<file path="src/hw/rtl/token_bucket_io_throttle_assert.svh">
// Assertion macros for the throttle RTL.
// Each macro expects clk and rst_n in scope.
`ifndef TOKEN_BUCKET_IO_THROTTLE_ASSERT_SVH
`define TOKEN_BUCKET_IO_THROTTLE_ASSERT_SVH
`ifndef NO_ASSERTIONS
`define TBT_ASSERT_IMP(lbl, ante, cons, msg) \
    lbl: assert property (@(posedge clk) disable iff (!rst_n) (ante) |-> (cons)) \
        else $error(msg);
`define TBT_ASSERT_NXT(lbl, ante, cons, msg) \
    lbl: assert property (@(posedge clk) disable iff (!rst_n) (ante) |=> (cons)) \
        else $error(msg);
`else
`define TBT_ASSERT_IMP(lbl, ante, cons, msg)
`define TBT_ASSERT_NXT(lbl, ante, cons, msg)
`endif
`endif

</file>
<file path="src/hw/rtl/tbt_pkg.sv">
`default_nettype none
package tbt_pkg;

    localparam logic [31:0] LAT_RESET  = 32'hFFFFFF;
    localparam logic [13:0] TPS_RESET  = 14'd1000;
    localparam logic [63:0] REFILL_CAP = 64'h4000_0000_0000_0000;
    localparam int          DIV_STEPS  = 64;
    localparam int          CNT_W      = $clog2(DIV_STEPS);

    typedef enum logic [2:0] {
        CMD_RESTART  = 3'd0,
        CMD_ACCOUNT  = 3'd1,
        CMD_OP       = 3'd2,
        CMD_PRECHG   = 3'd3,
        CMD_QUERY    = 3'd4
    } cmd_t;

    typedef enum logic [7:0] {
        REG_SPEED = 8'd0,
        REG_BURST = 8'd1,
        REG_LAT   = 8'd2,
        REG_TPS   = 8'd3
    } reg_idx_t;

    typedef enum logic [3:0] {
        DP_NONE,
        DP_LOAD,
        DP_MUL,
        DP_STEP,
        DP_REFILL,
        DP_DEFMUL,
        DP_TICKS,
        DP_UNITS,
        DP_FIN
    } dp_op_t;

    typedef enum logic {
        DIV_BY_TPS,
        DIV_BY_SPEED
    } div_sel_t;

    typedef struct packed {
        dp_op_t   op;
        div_sel_t sel;
    } dp_cmd_t;

    typedef struct packed {
        logic need_charge;
        logic elapsed_pos;
        logic deficit_pos;
    } dp_stat_t;

endpackage
`default_nettype wire

</file>
<file path="src/hw/rtl/tbt_ctrl.sv">
`default_nettype none
`include "token_bucket_io_throttle_assert.svh"
module tbt_ctrl (
    input  wire logic              clk,
    input  wire logic              rst_n,
    input  wire logic              in_valid,
    output logic                   in_ready,
    output logic                   out_valid,
    input  wire logic              out_ready,
    input  wire tbt_pkg::dp_stat_t dp_stat,
    output tbt_pkg::dp_cmd_t       dp_cmd
);

    typedef enum logic [9:0] {
        S_IDLE  = 10'b0000000001,
        S_CHECK = 10'b0000000010,
        S_DIV1  = 10'b0000000100,
        S_REFAP = 10'b0000001000,
        S_DEF   = 10'b0000010000,
        S_DIV2  = 10'b0000100000,
        S_TICKS = 10'b0001000000,
        S_DIV3  = 10'b0010000000,
        S_UNITS = 10'b0100000000,
        S_FIN   = 10'b1000000000
    } state_t;

    state_t                      state_reg, state_next;
    logic [tbt_pkg::CNT_W-1:0]   cnt_reg, cnt_next;
    logic                        ov_reg, ov_next;
    logic                        last;

    assign last = cnt_reg == tbt_pkg::CNT_W'(tbt_pkg::DIV_STEPS - 1);

    always_comb
    begin
        state_next = state_reg;
        cnt_next   = '0;
        ov_next    = ov_reg && !out_ready;
        dp_cmd.op  = tbt_pkg::DP_NONE;
        dp_cmd.sel = tbt_pkg::DIV_BY_TPS;
        case (state_reg)
            S_IDLE:
            begin
                if (in_valid)
                begin
                    dp_cmd.op  = tbt_pkg::DP_LOAD;
                    state_next = S_CHECK;
                end
            end
            S_CHECK:
            begin
                if (dp_stat.need_charge && dp_stat.elapsed_pos)
                begin
                    dp_cmd.op  = tbt_pkg::DP_MUL;
                    state_next = S_DIV1;
                end
                else if (dp_stat.need_charge)
                    state_next = S_DEF;
                else
                    state_next = S_FIN;
            end
            S_DIV1, S_DIV2, S_DIV3:
            begin
                dp_cmd.op  = tbt_pkg::DP_STEP;
                dp_cmd.sel = (state_reg == S_DIV2) ? tbt_pkg::DIV_BY_SPEED
                                                   : tbt_pkg::DIV_BY_TPS;
                cnt_next   = cnt_reg + 1'b1;
                if (last)
                begin
                    case (state_reg)
                        S_DIV1:  state_next = S_REFAP;
                        S_DIV2:  state_next = S_TICKS;
                        default: state_next = S_UNITS;
                    endcase
                end
            end
            S_REFAP:
            begin
                dp_cmd.op  = tbt_pkg::DP_REFILL;
                state_next = S_DEF;
            end
            S_DEF:
            begin
                if (dp_stat.deficit_pos)
                begin
                    dp_cmd.op  = tbt_pkg::DP_DEFMUL;
                    state_next = S_DIV2;
                end
                else
                    state_next = S_FIN;
            end
            S_TICKS:
            begin
                dp_cmd.op  = tbt_pkg::DP_TICKS;
                state_next = S_DIV3;
            end
            S_UNITS:
            begin
                dp_cmd.op  = tbt_pkg::DP_UNITS;
                state_next = S_FIN;
            end
            S_FIN:
            begin
                // hold until the output slot frees up
                if (!ov_reg || out_ready)
                begin
                    dp_cmd.op  = tbt_pkg::DP_FIN;
                    ov_next    = 1'b1;
                    state_next = S_IDLE;
                end
            end
            default:
            begin
                state_next = S_IDLE;
            end
        endcase
    end

    always_ff @(posedge clk or negedge rst_n)
    begin
        if (!rst_n)
        begin
            state_reg <= S_IDLE;
            cnt_reg   <= '0;
            ov_reg    <= 1'b0;
        end
        else
        begin
            state_reg <= state_next;
            cnt_reg   <= cnt_next;
            ov_reg    <= ov_next;
        end
    end

    assign in_ready  = state_reg == S_IDLE;
    assign out_valid = ov_reg;

    `TBT_ASSERT_NXT(a_accept_leaves_idle, in_valid && in_ready, state_reg == S_CHECK, "accept did not start item")
    `TBT_ASSERT_IMP(a_rise_after_fin, $rose(ov_reg), $past(state_reg) == S_FIN, "result without finish")
    `TBT_ASSERT_NXT(a_div_ends, (state_reg == S_DIV2) && last, state_reg == S_TICKS, "divide overran")

endmodule
`default_nettype wire

</file>
<file path="config.mk">
export PLATFORM = sky130hd
export DESIGN_NAME = tbt_ctrl
export DESIGN_NICKNAME = d
export VERILOG_FILES = /design/src/hw/rtl/tbt_pkg.sv /design/src/hw/rtl/tbt_ctrl.sv
export VERILOG_INCLUDE_DIRS = /design/src /design/src/hw/rtl
export SDC_FILE = /design/constraint.sdc
export NUM_CORES = 1
export LEC_CHECK = 0
export ABC_AREA = 1
export BUFFER_PORTS_ARGS = -buffer_cell sky130_fd_sc_hd__buf_2
export CORE_MARGIN = 10
export CORE_UTILIZATION = 56
export DETAILED_ROUTE_END_ITERATION = 6
export HOLD_SLACK_MARGIN = 0.02
export PLACE_DENSITY = 0.74
export SYNTH_ARGS = -nofsm -noshare
export SYNTH_HDL_FRONTEND = slang
export SYNTH_SLANG_ARGS = --single-unit
export TNS_END_PERCENT = 5
</file>
<file path="constraint.sdc">
create_clock -name clk -period 1.7 [get_ports clk]
set_clock_uncertainty 0.1 [all_clocks]
set_input_delay 0.085 -clock clk [delete_from_list [all_inputs] [get_ports clk]]
set_output_delay 0.085 -clock clk [all_outputs]
set_load 0.02 [all_outputs]
</file>
---- After elaboration in Yosys (flattened, before gate mapping) ----
Index checks and enable logic that the tools add are counted.
storage, ports and cells
  register bits ........................... 17
  bits of input ports ..................... 7
  output and inout bits ................... 7
operators by class
  add/subtract/negate cells ............... 1
  equal/unequal tests ..................... 14
  multiplexer cells ....................... 18
  reduce and logical (&&, ||, !) cells .... 7
operators by type and width
  cell                                                  number
  one-hot mux 10 bit (8 select lines)                   1
  two-way mux 10 bit                                    6
  one-hot mux 4 bit (8 select lines)                    1
  one-hot mux 9 bit (2 select lines)                    1
  equality test 10 x 1 -> 1 bit, second input constant  1
  equality test 10 bit, second input constant           1
  equality test 10 x 2 -> 1 bit, second input constant  1
  equality test 10 x 3 -> 1 bit, second input constant  1
  equality test 10 x 4 -> 1 bit, second input constant  1
  equality test 10 x 5 -> 1 bit, second input constant  1
  equality test 10 x 6 -> 1 bit, second input constant  1
  equality test 10 x 7 -> 1 bit, second input constant  1
  equality test 10 x 8 -> 1 bit, second input constant  1
  equality test 10 x 9 -> 1 bit, second input constant  1
  adder 6 x 1 -> 6 bit, second input constant           1
  equality test 6 bit, second input constant            1
  two-way mux 6 bit                                     1
  != test 2 bit, second input constant                  3
  two-way mux 1 bit                                     5
  two-way mux 4 bit                                     1
  two-way mux 3 bit                                     1
  AND reduction 3 bit                                   1
  OR reduction 3 bit                                    1
  logical AND 1 bit                                     2
  other kinds (3)                                       4

---- Depth between registers and ports, before layout ----
  depth after elaboration ................. 4
  depth in mapped cells ................... 10
  depth with buffers taken out ............ 10

---- Worst setup path before layout ----
No wires, ideal clock.
  kind .................................... reg2reg
  start point ............................. reg state_reg[0]
  end point ............................... reg state_reg[3]
  library setup time ...................... 0.118 ns
  arrival time ............................ 1.401 ns
  required time ........................... 1.482 ns
  path slack .............................. 0.082 ns
  cell stages (with the launch flop) ...... 10
  path buffers ............................ 0
  clock period less this slack ............ 1.618 ns
  cells stage by stage .................... dfstp_2 > nand2_1 > inv_1 > nand3_1 > nor2_1 > nand2_1 > nand2_1 > a21oi_2 > nand2_1 > nor2_1
between the ends
  elaborated cells on any way between the ends .. 18
  those cells by class .................... eq/ne: 13; mux: 3; reduce/logical: 2
RTL lines
  item                               RTL line         text
  start: declaration                 tbt_ctrl.sv:27   state_t state_reg, state_next;
  start signal: assignment           tbt_ctrl.sv:129  state_reg <= state_next;
  equality test 10 x 1 -> 1 bit (*)  --
  net in_ready                       tbt_ctrl.sv:7    output logic in_ready,
  != test 2 bit (no line)            --
  AND reduction 3 bit (no line)      --
Mark *: on every way through the listed nets, which the timed path passes. The rest lies on a longest branch. The select of a mux whose other input is x is not followed.
A chain may end at the register's enable or synchronous reset.

==> summary.txt <==
Routing
  • Drt total wl: 2900 µm
  • Routed vias/inst: 5.51
  • Routed Antenna Nets: 0
  • Per-cell routed wire length: 13.8 µm
  • DR iter-0 viols: 126
  • Post-route DRC: 0
  • Drt first pass iters: 4
  • Vias after detailed routing: 1,157

Finish
  • Diodes inserted: 0
  • Area growth, synth to finish: 30.5%
  • Core Util, Final: 75.0%
  • Fin nets: 192
  • Max FFs per register: 10
  • Share of layout cells above drive strength 1: 35.0%
  • Final cell count without fillers: 210

Power and ir drop
  • Power, Total: 1.48 mW
  • PwrDens: 1030 mW/mm²
  • Leakage: 0.780 nW
  • Worst vdd ir: 0.000642 V

Synth
  • Area contributors post-synth: dfrtp_1 (36%), nand2_1 (11%), nand3_1 (9.1%)
  • Mapped Nets: 161
  • Synth cell types: 25
  • Flops & latches, synth: 17
  • Mapped Area: 0.00110 mm²
  • Seq/Total Area, Yosys: 38.6%
  • Gate Count Post-Synth: 153
  • Syn Area/Cell: 7.22 µm²
  • Synth top area share: 36.2%
  • Syn. warnings: 0
  • Post-synth top area cell: dfrtp_1

Worst setup path
  • Family with the most delay on the worst path: flip-flops
  • Largest stage delay, worst path: 580 ps
  • Most used cell, CP: nand3_2
  • Critical-path maximum fanout: 5
  • Crit path kind: reg -> out
  • Worst EP arrival: 1670 ps
  • CP Cell Sequence: nor2_4, nand2_4, inv_4, nand3_2, nand3_2, a21oi_2, nand3_1, buf_6
  • Worst Reg-to-Reg Cells: 10
  • WP data required: 1510 ps
  • WP buf/inv: 2
  • Reg2Reg Launch Point: state_reg[8]
  • Critical Path Source: state_reg[0]
  • Critical-path top delay cell: dfstp_2
  • Crit path depth: 8
  • CP startpoint kind: register
  • Setup crit end kind: output pin

Status
  • Failing checks: negative setup slack
  • Status: finished, violations left

Clock network
  • Clk Latency, worst-skew pair: 290 ps
  • TritonCTS Buffers: 3
  • Max Buffers Root-to-Sink: 2
  • CTS sink count: 17
  • CTS H-Tree Depth: 1
  • TritonCTS clock tree: yes
  • Clock transition at the registers of the reported paths: 100 ps
  • CTS Root Cell: clkbuf_4

Timing
  • FMAX: 0.540 GHz
  • Tcrit/Tclk final: 109%
  • RSZ-0062 raised after global routing: yes
  • Fin. max-slew vios: 0
  • Max-slew headroom: 74.4%
  • Final Hold Vio Count: 0
  • Slew @ Worst Pin: 384 ps
  • Final setup margin: -151 ps
  • Final min period: 1850 ps
  • Setup violations, final: 5

Die
  • Num rows: 16
  • Die ar.: 0.00415 mm²
  • DIE HEIGHT: 64.4 µm
  • Core Region: 0.00192 mm²
  • Die width: 64.4 µm
  • Initial Util: 57.5%
  • I/O Pins: 14

GRT
  • Initial antenna violation count: 0
  • Largest net degree at the start of global routing: 18
  • Gr usage total: 14.0%
  • Vias in the first global route: 1,131
  • First-pass GRT wire length: 4770 µm
  • Total gr overflow: 0

Place
  • I/O Buffers: 13
  • Final HPWL DP: 2150 µm
  • Placed cell count: 194
  • Pre-CTS setup slack: 131 ps
  • GPL Wtd Cong: 0.834

Min path
  • Hold Path Cell Cnt: 3
  • Worst hold start: dp_stat[2]
  • Hold Crit Class: in -> reg

Flow run
  • # Max-Cap Violations: 0
-- path summary, 6_finish.rpt --
| kind | slack [ps] | endpoint |
|---|---|---|
| setup reg to reg | -10 | state_reg[2] |
| max in group asynchronous | 1060 | state_reg[0] |
| min in group asynchronous | 130 | state_reg[1] |
| hold / removal | 40 | state_reg[4] |
| hold reg to reg | 450 | cnt_reg[0] |
| setup / recovery | -150 | dp_cmd[1] |
-- tightest hold or removal path, cell delays in order --
cell and delay [ps]:
buf_2 110, nand2_1 60, o21ai_0 120
-- cell usage after synthesis --
cell / number
nand2_2: 4
nor2_4: 4
inv_2: 3
o21ai_0: 3
or2_2: 3
nand3b_1: 2
nand3_4: 1
nor2_2: 4
nand3_1: 20
nor4_1: 1
dfstp_2: 1
a21oi_2: 1
nor3b_1: 1
inv_1: 22
o2111ai_1: 1
dfrtp_1: 16
nand2_1: 32
nand2_4: 2
o21ai_1: 3
ha_1: 1
nor3_1: 2
nor2_1: 21
a21oi_1: 2
nand4_1: 2
nand3_2: 1
-- what timing repair did --
item                                   CTS  global route
setup endpoints to repair                3            11
endpoints found under the hold margin   21             0
resized for setup                       18             9
buffers inserted                         7             1
hold buffers                             4             0
pin swaps                                8             3
-- metal layers --
metal	wire (µm)	share of wire [%]	GRT usage, %	up-vias
li1	-	-	-	544
met1	1110	38	14.9	554
met2	1510	52	25.2	46
met3	164	5.7	2.06	13
met4	108	3.7	8.82	0
met5	0	0	0	-
-- metrics by stage --
stage	setup TNS, ps	hold WS [ps]	cell area, µm²
floorplan	0	-311	1100
global placement	0	-78.2	1210
detailed placement	0	-70.4	1210
CTS	-259	32.9	1400
global route	-1110	37.5	1440
finish	-497	36.1	1440
-- placed cells by master, fill, tap and decap left out, drive strengths merged --
cell and count:
o21ai 6, clkinv 1, buf 22, or2 3
inv 25, nor4 1, clkbuf 3, dlygate4sd3 4
dfrtp 16, nor3b 1, nand2 38, nand3 22
ha 1, dfstp 1, a21oi 3, nand4 2
nor3 2, nand3b 2, nor2 29, o2111ai 1
-- cells by family after synthesis --
kind of cell	count (synthesis)	share of synthesized area, %
and+or+nand+nor	100	46.5
AOI/OAI and AO/OA	10	5.21
DFF	17	38.6
buffers and inverters	25	8.49
adders and majority gates	1	1.13
-- area by class of cell --
class	instances	area, µm²
inverter	25	98.8
tap	27	33.8
clock buffer	3	22.5
fill	146	480
timing repair buffer	26	190
sequential	17	428
clock inverter	1	5.00
multi-input combinational	111	663
-- where the power goes --
group	total, mW	switching, mW	internal [mW]	leakage, nW
Clock	0.216	0.128	0.0877	0.0177
Sequential	0.492	0.0411	0.451	0.231
Combinational	0.773	0.470	0.304	0.532
Total	1.48	0.639	0.843	0.780
Power figures use the tool's default switching activity.
